## config.mk

```make
export PLATFORM = sky130hd
export DESIGN_NAME = utf8_text_sanitizer_core
export DESIGN_NICKNAME = d
export VERILOG_FILES = /design/src/sv/uts_pkg.sv /design/src/sv/utf8_text_sanitizer_core.sv
export SDC_FILE = /design/constraint.sdc
export NUM_CORES = 1
export LEC_CHECK = 0
export BUFFER_PORTS_ARGS = -buffer_cell sky130_fd_sc_hd__buf_2
export CAP_MARGIN = 20
export CORE_ASPECT_RATIO = 0.9
export CORE_MARGIN = 2
export CORE_UTILIZATION = 34
export DETAILED_ROUTE_END_ITERATION = 10
export PLACE_DENSITY = 0.53
export SLEW_MARGIN = 20
export SYNTH_ARGS = -nofsm -noshare
export SYNTH_HDL_FRONTEND = slang
export SYNTH_SLANG_ARGS = --single-unit
```

## constraint.sdc

```tcl
create_clock -name clk -period 17.1 [get_ports clk]
set_clock_uncertainty 0.05 [all_clocks]
set_input_delay 0 -clock clk [delete_from_list [all_inputs] [get_ports clk]]
set_output_delay 0 -clock clk [all_outputs]
set_load 0.05 [all_outputs]
```

## src/sv/uts_pkg.sv

```systemverilog
// Types, byte codes and the UTF-8 lead-byte decode for the text sanitizer.
// Used by utf8_text_sanitizer_core; depends on nothing else.
package uts_pkg;

	typedef logic [7:0]  byte_t;
	typedef logic [15:0] pos_t;
	typedef logic [2:0]  seq_len_t;
	typedef logic [1:0]  seq_cnt_t;

	localparam pos_t  CAPACITY_RESET = 16'd256;

	localparam byte_t CHAR_SPACE = 8'h20;
	localparam byte_t CHAR_QMARK = 8'h3F;
	localparam byte_t CHAR_DEL   = 8'h7F;

	localparam byte_t LEAD2_LO = 8'hC2;
	localparam byte_t LEAD2_HI = 8'hDF;
	localparam byte_t LEAD3_LO = 8'hE0;
	localparam byte_t LEAD3_HI = 8'hEF;
	localparam byte_t LEAD4_LO = 8'hF0;
	localparam byte_t LEAD4_HI = 8'hF4;
	localparam byte_t LEAD_SURR = 8'hED;

	localparam byte_t CONT_MASK  = 8'hC0;
	localparam byte_t CONT_TAG   = 8'h80;
	localparam byte_t CONT_3_MIN = 8'hA0;
	localparam byte_t CONT_4_MIN = 8'h90;

	localparam seq_len_t SEQ_NONE = 3'd0;
	localparam seq_len_t SEQ_TWO  = 3'd2;
	localparam seq_len_t SEQ_THREE = 3'd3;
	localparam seq_len_t SEQ_FOUR = 3'd4;

	// Total sequence length from a lead byte; SEQ_NONE for an invalid lead.
	function automatic seq_len_t lead_length(byte_t b);
		seq_len_t n;
		n = SEQ_NONE;
		if (b >= LEAD2_LO && b <= LEAD2_HI) begin
			n = SEQ_TWO;
		end else if (b >= LEAD3_LO && b <= LEAD3_HI) begin
			n = SEQ_THREE;
		end else if (b >= LEAD4_LO && b <= LEAD4_HI) begin
			n = SEQ_FOUR;
		end
		return n;
	endfunction

endpackage

```

## src/sv/utf8_text_sanitizer_core.sv

```systemverilog
// UTF-8 validating text sanitizer: input register, one-pass decode, burst register.
// Depends on uts_pkg for types, byte codes and the lead-byte decode.
//
//  channel | handshake          | payload
//  --------+--------------------+------------------------------------------------
//  in      | in_valid/in_stall  | in_byte, in_last
//  out     | out_valid/out_stall| is_length, out_byte, out_pos, out_length, out_last
//  cfg     | cfg_wr_en          | cfg_wr_data (dest_capacity)
//
// A byte that yields k words holds the burst register until all k are taken, one word per
// cycle while out_stall is low; a byte yielding zero or one word lets the next byte in the
// next cycle unless stalled; each byte passes the input register, then the burst register.
// Reset clears message state and output words; dest_capacity returns to 256.
// out_stall holds the current word and backs up into in_stall once the input register is full.
module utf8_text_sanitizer_core (
	input  logic            clk,
	input  logic            arst_n,
	input  logic            cfg_wr_en,
	input  uts_pkg::pos_t   cfg_wr_data,
	input  logic            in_valid,
	output logic            in_stall,
	input  uts_pkg::byte_t  in_byte,
	input  logic            in_last,
	output logic            out_valid,
	input  logic            out_stall,
	output logic            is_length,
	output uts_pkg::byte_t  out_byte,
	output uts_pkg::pos_t   out_pos,
	output uts_pkg::pos_t   out_length,
	output logic            out_last
);
	import uts_pkg::*;

	pos_t     cap_q;

	logic     valid_s1;
	byte_t    byte_s1;
	logic     last_s1;

	byte_t    buf_q [3];
	seq_len_t exp_q;
	seq_cnt_t col_q;
	pos_t     wp_q;
	pos_t     nse_q;
	logic     halted_q;

	byte_t    byte_s2 [4];
	pos_t     base_s2;
	pos_t     len_s2;
	logic [2:0] ndata_q;
	logic     has_len_q;
	logic [2:0] cnt_q;
	logic [2:0] rd_q;

	logic     in_acc;
	logic     out_acc;
	logic     advance;
	logic     load;

	logic [3:0] ok;
	logic     fits_seq;
	logic     cont;
	seq_len_t lead_n;

	logic     halt_c;
	seq_len_t exp_c;
	seq_cnt_t col_c;
	byte_t    buf_c [3];
	byte_t    dbytes [4];
	logic [2:0] nd;
	logic     fresh;
	pos_t     nse_c;

	// Room checks for four positions and a whole sequence; lead and continuation decode.
	always_comb begin
		for (int k = 0; k < 4; k++) begin
			ok[k] = ({1'b0, wp_q} + 17'(k + 1)) < {1'b0, cap_q};
		end
		fits_seq = ({1'b0, wp_q} + {14'b0, exp_q}) < {1'b0, cap_q};
		lead_n = lead_length(byte_s1);
		cont = ((byte_s1 & CONT_MASK) == CONT_TAG) &&
			!(col_q == 2'd1 &&
			  ((exp_q == SEQ_THREE && buf_q[0] == LEAD3_LO && byte_s1 < CONT_3_MIN) ||
			   (exp_q == SEQ_THREE && buf_q[0] == LEAD_SURR && byte_s1 >= CONT_3_MIN) ||
			   (exp_q == SEQ_FOUR && buf_q[0] == LEAD4_LO && byte_s1 < CONT_4_MIN) ||
			   (exp_q == SEQ_FOUR && buf_q[0] == LEAD4_HI && byte_s1 >= CONT_4_MIN)));
	end

	// One byte: flush on a broken sequence, finish a sequence, handle a fresh byte,
	// flush a cut-off sequence on the last byte. Data words land at consecutive slots.
	always_comb begin
		halt_c = halted_q;
		exp_c  = exp_q;
		col_c  = col_q;
		buf_c  = buf_q;
		nd     = 3'd0;
		fresh  = 1'b0;
		for (int i = 0; i < 4; i++) begin
			dbytes[i] = CHAR_SPACE;
		end

		if (exp_q == SEQ_NONE) begin
			fresh = 1'b1;
		end else if (!cont) begin
			for (int k = 0; k < 3; k++) begin
				if (2'(k) < col_q) begin
					if (!halt_c && ok[nd[1:0]]) begin
						dbytes[nd[1:0]] = CHAR_QMARK;
						nd = nd + 3'd1;
					end else begin
						halt_c = 1'b1;
					end
				end
			end
			exp_c = SEQ_NONE;
			col_c = 2'd0;
			fresh = 1'b1;
		end else if (({1'b0, col_q} + 3'd1) >= exp_q) begin
			if (fits_seq) begin
				for (int i = 0; i < 3; i++) begin
					if (2'(i) < col_q) begin
						dbytes[i] = buf_q[i];
					end
				end
				dbytes[col_q] = byte_s1;
				nd = exp_q;
			end else begin
				halt_c = 1'b1;
			end
			exp_c = SEQ_NONE;
			col_c = 2'd0;
		end else begin
			buf_c[col_q] = byte_s1;
			col_c = col_q + 2'd1;
		end

		if (fresh) begin
			if (halt_c || !ok[nd[1:0]]) begin
				halt_c = 1'b1;
			end else if (!byte_s1[7]) begin
				dbytes[nd[1:0]] = (byte_s1 < CHAR_SPACE || byte_s1 == CHAR_DEL) ?
					CHAR_SPACE : byte_s1;
				nd = nd + 3'd1;
			end else if (lead_n == SEQ_NONE) begin
				dbytes[nd[1:0]] = CHAR_QMARK;
				nd = nd + 3'd1;
			end else begin
				buf_c[0] = byte_s1;
				exp_c = lead_n;
				col_c = 2'd1;
			end
		end

		// Cut-off sequence at end of message.
		if (last_s1 && exp_c != SEQ_NONE) begin
			for (int k = 0; k < 3; k++) begin
				if (2'(k) < col_c) begin
					if (!halt_c && ok[nd[1:0]]) begin
						dbytes[nd[1:0]] = CHAR_QMARK;
						nd = nd + 3'd1;
					end else begin
						halt_c = 1'b1;
					end
				end
			end
			exp_c = SEQ_NONE;
			col_c = 2'd0;
		end

		nse_c = nse_q;
		for (int i = 0; i < 4; i++) begin
			if (3'(i) < nd && dbytes[i] != CHAR_SPACE) begin
				nse_c = wp_q + 16'(i + 1);
			end
		end
	end

	assign out_valid = (rd_q != cnt_q);
	assign out_acc   = out_valid && !out_stall;
	assign advance   = !out_valid || (out_acc && ((rd_q + 3'd1) == cnt_q));
	assign load      = advance && valid_s1;
	assign in_stall  = valid_s1 && !advance;
	assign in_acc    = in_valid && !in_stall;

	assign is_length  = has_len_q && (rd_q == ndata_q);
	assign out_byte   = is_length ? '0 : byte_s2[rd_q[1:0]];
	assign out_pos    = is_length ? '0 : base_s2 + {13'b0, rd_q};
	assign out_length = is_length ? len_s2 : '0;
	assign out_last   = is_length;

	always_ff @(posedge clk or negedge arst_n) begin
		if (!arst_n) begin
			cap_q <= CAPACITY_RESET;
		end else if (cfg_wr_en) begin
			cap_q <= cfg_wr_data;
		end
	end

	always_ff @(posedge clk or negedge arst_n) begin
		if (!arst_n) begin
			valid_s1 <= 1'b0;
		end else if (in_acc) begin
			valid_s1 <= 1'b1;
		end else if (advance) begin
			valid_s1 <= 1'b0;
		end
	end

	always_ff @(posedge clk) begin
		if (in_acc) begin
			byte_s1 <= in_byte;
			last_s1 <= in_last;
		end
	end

	// Message state; on the last byte return to the empty message.
	always_ff @(posedge clk or negedge arst_n) begin
		if (!arst_n) begin
			exp_q    <= SEQ_NONE;
			col_q    <= 2'd0;
			wp_q     <= '0;
			nse_q    <= '0;
			halted_q <= 1'b0;
		end else if (load) begin
			if (last_s1) begin
				exp_q    <= SEQ_NONE;
				col_q    <= 2'd0;
				wp_q     <= '0;
				nse_q    <= '0;
				halted_q <= 1'b0;
			end else begin
				exp_q    <= exp_c;
				col_q    <= col_c;
				wp_q     <= wp_q + {13'b0, nd};
				nse_q    <= nse_c;
				halted_q <= halt_c;
			end
		end
	end

	always_ff @(posedge clk) begin
		if (load) begin
			buf_q   <= buf_c;
			byte_s2 <= dbytes;
			base_s2 <= wp_q;
			len_s2  <= nse_c;
		end
	end

	// Burst register: drain one word per cycle while out_stall is low.
	always_ff @(posedge clk or negedge arst_n) begin
		if (!arst_n) begin
			cnt_q     <= 3'd0;
			rd_q      <= 3'd0;
			ndata_q   <= 3'd0;
			has_len_q <= 1'b0;
		end else if (load) begin
			cnt_q     <= nd + {2'b0, last_s1};
			rd_q      <= 3'd0;
			ndata_q   <= nd;
			has_len_q <= last_s1;
		end else if (out_acc) begin
			rd_q <= rd_q + 3'd1;
		end
	end

	a_pending_not_halted: assert property (@(posedge clk) disable iff (!arst_n)
		exp_q != SEQ_NONE |-> !halted_q)
		else $error("sequence pending while halted");

	a_collected_range: assert property (@(posedge clk) disable iff (!arst_n)
		exp_q != SEQ_NONE |-> (col_q != 2'd0 && {1'b0, col_q} < exp_q))
		else $error("collected count out of range for pending sequence");

	a_burst_bound: assert property (@(posedge clk) disable iff (!arst_n)
		out_valid |-> (rd_q < cnt_q && cnt_q <= 3'd5))
		else $error("burst read index beyond burst");

	a_length_closes_burst: assert property (@(posedge clk) disable iff (!arst_n)
		is_length && out_valid |-> (rd_q + 3'd1) == cnt_q)
		else $error("length word is not the final word of its burst");

endmodule
```

==> summary.md, run 1 <==
| Metric | Value |
|---|---|
| Status | finished with violations |
| Failing checks | negative hold slack |
| Share of cells above drive strength 1 | 0.1187 |
| RSZ-0062 raised after global routing | no |
| Top cells by count, synth | nand2_1, ha_1, nor2_1, edfxtp_1, o21ai_0 |
| Remaining antenna violation count | 0 |
| Reg2Reg Setup Slack | 4.99 ns |
| Final nets | 1741 |
| Die ar. | 41050 um^2 |
| # diodes | 0 |
| Initial antenna violation count | 0 |
| # H-tree levels | 4 |
| Clock-pin slew on the worst setup and hold paths | 0.07 ns |
| # rows | between 60 and 70 |
| Maximum Capacitance Violations | 0 |
| Core ar. | roughly 39000 um^2 |
| Placed cell areas | 14160 um^2 |
| Arrival time of the worst setup path | 12.43 ns |
| Fill count | between 3k and 4k |
| DR WL/cell | between 20 and 25 um |
| CTS tree | done |
| Synth Net Count | 1660 |
| Port buffer count | 73 |
| Sequential fraction of the synthesis area | 0.3386 |
| Final instance area | about 15000 um^2 |
| Main synth FF type | edfxtp_1 |
| Most used cell along the critical path | ha_1 |
| Clk_lat worst skew | 0.47 ns |
| Slowest stage cell, crit path | dfrtp_1 |
| Fin crit share | 0.7084 |
| Worst slew margin | 0.3584 |
| All-Layer GR Usage | 0.2212 |
| # IOs | 74 |
| Total CTS buffers | 17 |
| Routed wire length | 44300 um |
| Worst hold path class | input port to flip-flop |
| Crit path time final | ~12 ns |
| Sink Count | 162 |
| Async SR Flop Fraction | 0.4012 |
| Setup ws final | 4.986 ns |
| Placer Congestion | between 0.9 and 1 |
| Crit-path max FO | 14 |
| Worst vdd rail ir drop | 0.1758 mV |
| Final hold viol count | 1 |
| Largest cells by area after synthesis | edfxtp_1, dfrtp_1, ha_1 |
| Die height | around 190 um |
| EDFF count, synth | 97 |
| Area fraction of the dominant cell type after synthesis | 0.2172 |
| Worst Path Required | between 15 and 20 ns |
| Syn Area/Cell | between 8 and 9 um^2 |
| Setup violators final | 0 |
| First-pass GRT wire length | between 60000 and 70000 um |
| Iteration-0 DRC Markers | between 1k and 1.5k |
| CTS max path bufs | 2 |
| Total gr overflow | 0 |
| Detail-routed via count per cell | ~5.6 |
| Multi-input logic area | 8243 um^2 |
| Synth unique cells | 94 |
| Via count | 11.91k |
| Root buffer cell | clkbuf_16 |
| Initial Util | 0.3421 |
| Synth warn | 0 |
| Fmax | 82.55 MHz |
| Worst-Margin Slew | 0.9619 ns |
| Largest net degree at the start of global routing | approximately 70 |
| Count leader, synth | nand2_1 |
| Die X | 213.3 um |
| WHS | -0.01876 ns |
| Leading area contributor after synthesis | edfxtp_1 |
| CP Launch Type | flip-flop |
| Synth Instances | about 1.5k |
| Mapped cell area | between 10000 and 15000 um^2 |
| Pwr/cell area | 213.9 nW/um^2 |
| Vias in the first global route | roughly 11k |
| Detailed Routing Iterations Pass 1 | 5 |
| Register bit total from synthesis | about 160 |
| FF/Latch Area | 4541 um^2 |
| Total Neg Setup Slack | 0 ns |
| CP Capture Type | flip-flop |
| CTS resizes | 0 |
| Pre-CTS setup slack | 5.132 ns |
| WS Path Type | flip-flop to flip-flop |
| Worst path max stage delay | 0.69 ns |
| Total power | 3.285 mW |
| Slew Limit Fails | 0 |
| HPWL Detailed | 33920 um |
| Residual DRC count | 0 |
| Area Growth Syn to Fin | 14.51% |
| Static Leak | approximately 6.5 nW |
| Post-CTS Setup Repair Bufs | 0 |
[sequential cells by signal, summed over array words and instances (netlist names), 8 cells and up, named ones only]
register / cells
len_s2: 16
wp_q: 16
nse_q: 16
byte_s2: 32
base_s2: 16
buf_q: 8
cap_q: 16
byte_s1: 8
[critical path, delay by kind of cell (launching register included)]
| family | cells | cell delay (ns) |
|---|---|---|
| compound gates | 15 | 4.29 |
| xor+xnor | 2 | 0.39 |
| fa+ha+maj | 6 | 2.20 |
| buf+inv | 5 | 0.58 |
| flops | 1 | 0.69 |
| simple gates | 17 | 3.76 |
[per-layer routing]
layer / GRT usage / vias up / wire [um] / part of all wire
met1: 0.3500 / 5727 / 22280 / 0.50
met3: 0.04475 / 39 / 3772 / 0.085
met4: 0.05342 / 0 / 608 / 0.014
met2: 0.2997 / 460 / 17640 / 0.40
met5: 0 / - / 0 / 0
li1: - / 5682 / - / -
[area by class of cell]
type / instances / share of cell area
Tap cell: 532 / 0.04335
Inverter: 76 / 0.01866
Timing Repair Buffer: 141 / 0.06649
Clock buffer: 22 / 0.03096
Multi-Input combinational cell: 1190 / 0.5368
Clock inverter: 10 / 0.007986
Sequential cell: 162 / 0.2957
[worst paths after layout]
check | from | end | cells past startpoint
setup reg to reg | wp_q[3] | wp_q[14] | 45
hold / removal | cfg_wr_en | cap_q[10] | 2
min in group asynchronous | arst_n | cap_q[12] | 3
setup / recovery | wp_q[3] | wp_q[14] | 45
hold reg to reg | has_len_q | has_len_q | 1
max in group asynchronous | arst_n | valid_s1 | 3
[cell usage in the layout, fill, tap and decap left out, types with 13 or more instances in the layout]
cell type | Yosys | layout
nand2_1 | 190 | 190
ha_1 | 120 | 120
nor2_1 | 104 | 102
edfxtp_1 | 97 | 97
o21ai_0 | 95 | 95
a21oi_1 | 82 | 82
buf_2 | 14 | 73
inv_1 | 72 | 71
dfrtp_1 | 64 | 64
dlygate4sd3_1 | 0 | 58
xnor2_1 | 52 | 52
nand3_1 | 51 | 51
xor2_1 | 42 | 42
nor3_1 | 39 | 36
and2_1 | 31 | 31
a22o_1 | 27 | 27
a21o_1 | 24 | 24
nor2b_1 | 19 | 19
nand4_1 | 18 | 18
nand2b_1 | 18 | 18
clkbuf_16 | 0 | 18
and3_1 | 17 | 17
o211ai_1 | 16 | 16
o31ai_1 | 16 | 16
a31oi_1 | 15 | 15
mux2_2 | 13 | 13
[report_power, final]
| group | leakage (nW) | total (mW) | switching [mW] | internal, mW |
|---|---|---|---|---|
| logic | 4.49 | 2.12 | 1.47 | 0.654 |
| registers | 1.76 | 0.765 | 0.121 | 0.644 |
| clock network | 0.291 | 0.396 | 0.167 | 0.229 |
| total | 6.55 | 3.28 | 1.76 | 1.53 |
[logic make-up (layout without fill, tap and decap cells)]
group | after synthesis | after routing | synth area share
adders and majority gates | 123 | 123 | 0.1165
buffers and inverters | 155 | 249 | 0.04917
xor gates and xnor gates | 94 | 94 | 0.06140
AOI/OAI and AO/OA | 406 | 406 | 0.2118
muxes | 26 | 26 | 0.02809
DFF | 162 | 162 | 0.3386
and+or+nand+nor | 541 | 541 | 0.1945
[timing repair]
action	in CTS	in global routing
hold buffers	58	0
endpoints found under the setup margin	0	0
endpoints found under the hold margin	93	0
[metrics by stage]
step                        util  cells  hold WS (ns)
after floorplan                -   1507       -0.3456
after global placement    0.3612   2043        0.1261
after detailed placement  0.3613   2043        0.1284
after CTS                 0.3914   2133      0.004358
after global routing      0.3918   2133       0.03774
final                     0.3918   2133      -0.01876
No activity file was read; power rests on OpenSTA's default activity.
==> run 2, diff against run 1 <==
ABC_AREA = 1   (was not set)
PLACE_DENSITY = 0.55   (was 0.53)
clock period = 10.1 ns   (was 17.1 ns; I/O delays follow)
==> run 2 against run 1 <==
- the run now ends clean
- flip-flop and latch count did not move
- cell area rose by 5.2%
- setup slack got worse by 4.2 ns
- fmax rose by 31%
- cell count rose by 21%
- via count rose by 11%
- routed wire length rose by 8.9%
- first-iteration DRC count rose by 13%
- die area rose by 3.8%
- critical endpoint unchanged
==> summary.md, run 2 <==
| Metric | Value |
|---|---|
| Status | finished clean |
| Synth warn | 0 (unchanged) |
| Worst path max stage delay | 0.52 ns (-0.17 ns) |
| Worst-Margin Slew | 1.113 ns (+0.1513 ns) |
| Detail-routed via count per cell | 5.124 (-8.2%) |
| EDFF count, synth | 97 (unchanged) |
| Fin crit share | 0.9185 (+0.2101) |
| Port buffer count | 73 (unchanged) |
| Post-Synth Simple-Gate Area | 0.2898 (+0.09532) |
| Vias in the first global route | 12.57k (+13%) |
| # IOs | 74 (unchanged) |
| Pre-CTS setup slack | 0.4520 ns (-4.680 ns) |
| Commonest non-fill, non-tap cell in the layout | nand2_1 |
| Slowest stage cell, crit path | dfrtp_1 |
| Synth Instances | 1902 (+26%) |
| Total CTS buffers | 17 (unchanged) |
| Routed wire length | 48250 um (+8.9%) |
| WS Path Type | flip-flop to flip-flop |
| All-Layer GR Usage | 0.2309 (+0.009695) |
| Clk_lat worst skew | 0.45 ns (-0.02 ns) |
| CP Capture Type | flip-flop |
| Async SR Flop Fraction | 0.4012 (unchanged) |
| CP Launch Type | flip-flop |
| Crit-path max FO | 9 (-5) |
| CTS max path bufs | 2 (unchanged) |
| Count leader, synth | nand2_1 |
| Setup ws final | 0.8227 ns (-4.163 ns) |
| Clock-pin slew on the worst setup and hold paths | 0.07 ns (about the same) |
| Detailed Routing Iterations Pass 1 | 6 (+1) |
| Total Neg Setup Slack | 0 ns (unchanged) |
| Post-synthesis adder-cell area fraction | 0.1121 (-0.004382) |
| HPWL Detailed | 37710 um (+11%) |
| Most flops, register | byte_s2 |
| Final hold viol count | 0 (-1) |
| Via count | 13.21k (+11%) |
| Die height | 196.0 um (+1.9%) |
| Top cells by count, synth | nand2_1, inv_1, nor2_1, o21ai_0, ha_1 |
| Iteration-0 DRC Markers | 1256 (+13%) |
| Register bit total from synthesis | 162 (unchanged) |
| Residual DRC count | 0 (unchanged) |
| Sink Count | 162 (unchanged) |
| Area Growth Syn to Fin | 15.93% |
| Setup violators final | 0 (unchanged) |
| Synth unique cells | 65 (-31%) |
| Synth Area in Compound Gates | 0.1285 (-0.08331) |
| Largest cells by area after synthesis | edfxtp_1, nand2_1, dfrtp_1 |
| Fmax | 107.8 MHz (+31%) |
| Crit path time final | 9.277 ns (-2.837 ns) |
| Max reg flops | 32 (unchanged) |
| Initial antenna violation count | 0 (unchanged) |
| Worst Path Required | 10.40 ns (-7.02 ns) |
| Die ar. | 42620 um^2 (+3.8%) |
| Remaining antenna violation count | 0 (unchanged) |
| RSZ-0062 raised after global routing | no |
| Arrival time of the worst setup path | 9.58 ns (-2.85 ns) |
| Syn Area/Cell | 7.326 um^2 (-18%) |
| Main synth FF type | edfxtp_1 |
| CTS tree | done |
| Slew Limit Fails | 0 (unchanged) |
| # H-tree levels | 4 (unchanged) |
| Most frequent cells in the layout | nand2_1, inv_1, nor2_1 |
| Largest family of logic cells by synthesized area | simple AND/OR/NAND/NOR gates |
| Placer Congestion | 0.9548 (+5.2%) |
| Initial Util | 0.3436 (+0.001486) |
| Mapped cell area | 13930 um^2 (+3.9%) |
| Area fraction of the dominant cell type after synthesis | 0.2091 (-0.008173) |
| Core ar. | 40550 um^2 (+3.5%) |
| Synth Net Count | 2055 (+24%) |
| Fill count | 4175 (+5.1%) |
| DR WL/cell | 18.72 um (-9.8%) |
| Leading area contributor after synthesis | edfxtp_1 |
| Sequential fraction of the synthesis area | 0.3259 (-0.01274) |
| Worst hold path class | input port to flip-flop |
| Maximum Capacitance Violations | 0 (unchanged) |
| Synth Area in XOR/XNOR | 0.04247 (-0.01892) |
| Die X | 217.4 um (+1.9%) |
| Worst slew margin | 0.2551 (-0.1032) |
| Root buffer cell | clkbuf_16 |
| Total gr overflow | 0 (unchanged) |
| Share of cells above drive strength 1 | 0.1159 (-0.002819) |
| First-pass GRT wire length | 75210 um (+10%) |
| Largest net degree at the start of global routing | 71 (unchanged) |
| Post-synthesis mux area share | 0 (-0.02809) |
| # rows | 70 (+1.4%) |
| Final nets | 2177 (+25%) |
| # diodes | 0 (unchanged) |
==> run 2: cell count changes in the layout (fill, tap and decap cells not counted), moves of 18 or more <==
| cell | delta |
|---|---|
| nor2b_1 | -19 |
| nand2_2 | +25 |
| xnor2_1 | -45 |
| and2_1 | -30 |
| nand2b_1 | -18 |
| nor2_1 | +60 |
| a22o_1 | -27 |
| o21ai_0 | +32 |
| a21o_1 | -23 |
| inv_1 | +203 |
| nand2_1 | +266 |
| nand3_1 | +60 |
==> run 2: critical path, delay by kind of cell, from the launching register on <==
| kind | cells | cell delay (ns) |
|---|---|---|
| and+or+nand+nor | 40 | 5.16 |
| adders and majority gates | 5 | 1.35 |
| AOI/OAI and AO/OA | 6 | 1.02 |
| buffers and inverters | 8 | 0.71 |
| DFF | 1 | 0.52 |
| xor gates and xnor gates | 1 | 0.30 |
==> run 2: what timing repair did <==
item                       in CTS  in global routing
buffers inserted                0                  2
hold endpoints to repair       92                  0
resized for setup               0                 19
setup endpoints to repair       0                 36
hold buffers                   59                  0
==> run 2: final cells by class <==
cell class / count / area [um^2] / area share
flip-flops and latches: 162 / 4547 / 0.2815
clock inverters: 11 / 175.2 / 0.01084
multi-input cells: 1389 / 8053 / 0.4985
well taps: 540 / 675.6 / 0.04183
inverters: 299 / 1124 / 0.06956
repair buffers: 155 / 1129 / 0.06987
clock buffers: 21 / 450.4 / 0.02789
==> run 2: logic make-up (layout without fill, tap and decap cells) <==
kind of cell / count (synthesis) / count (layout)
AND/OR/NAND/NOR: 887 / 887
buffers and inverters: 351 / 486
AO/OA/AOI/OAI: 313 / 313
XOR/XNOR: 66 / 66
adder cells (fa/ha/maj): 123 / 123
flip-flops: 162 / 162
==> run 2: worst paths after layout <==
kind | start | endpoint | slack [ns] | cells after the start
setup / recovery | wp_q[8] | wp_q[14] | 0.82 | 60
hold / removal | cfg_wr_en | cap_q[0] | 0.03 | 2
max in group asynchronous | arst_n | wp_q[7] | 9.09 | 3
hold reg to reg | nse_q[15] | nse_q[15] | 0.43 | 2
min in group asynchronous | arst_n | nse_q[9] | 0.25 | 3
setup reg to reg | wp_q[8] | wp_q[14] | 0.82 | 60
==> run 2: per-stage QoR <==
| step | instance area, um^2 | instances | hold WS (ns) | utilization |
|---|---|---|---|---|
| finish | 16150 | 2577 | 0.02562 | 0.3983 |
| global placement | 14840 | 2484 | 0.1258 | 0.3661 |
| CTS | 16060 | 2575 | 0.01646 | 0.3961 |
| global route | 16150 | 2577 | 0.07275 | 0.3983 |
| floorplan | 13930 | 1902 | -0.3456 | - |
| detailed placement | 14840 | 2484 | 0.1285 | 0.3661 |
==> run 2: layer usage <==
layer / up-vias / share of wire / global-route usage
met1: 6192 / 0.52 / 0.3730
met3: 32 / 0.073 / 0.03132
met4: 0 / 0.011 / 0.04744
met2: 482 / 0.39 / 0.3197
li1: 6499 / - / -
met5: - / 0 / 0
Power of run 2 is left out: the tool's default activity adds up to more than one toggle a clock period on the data nets, which glitch-free logic cannot reach.
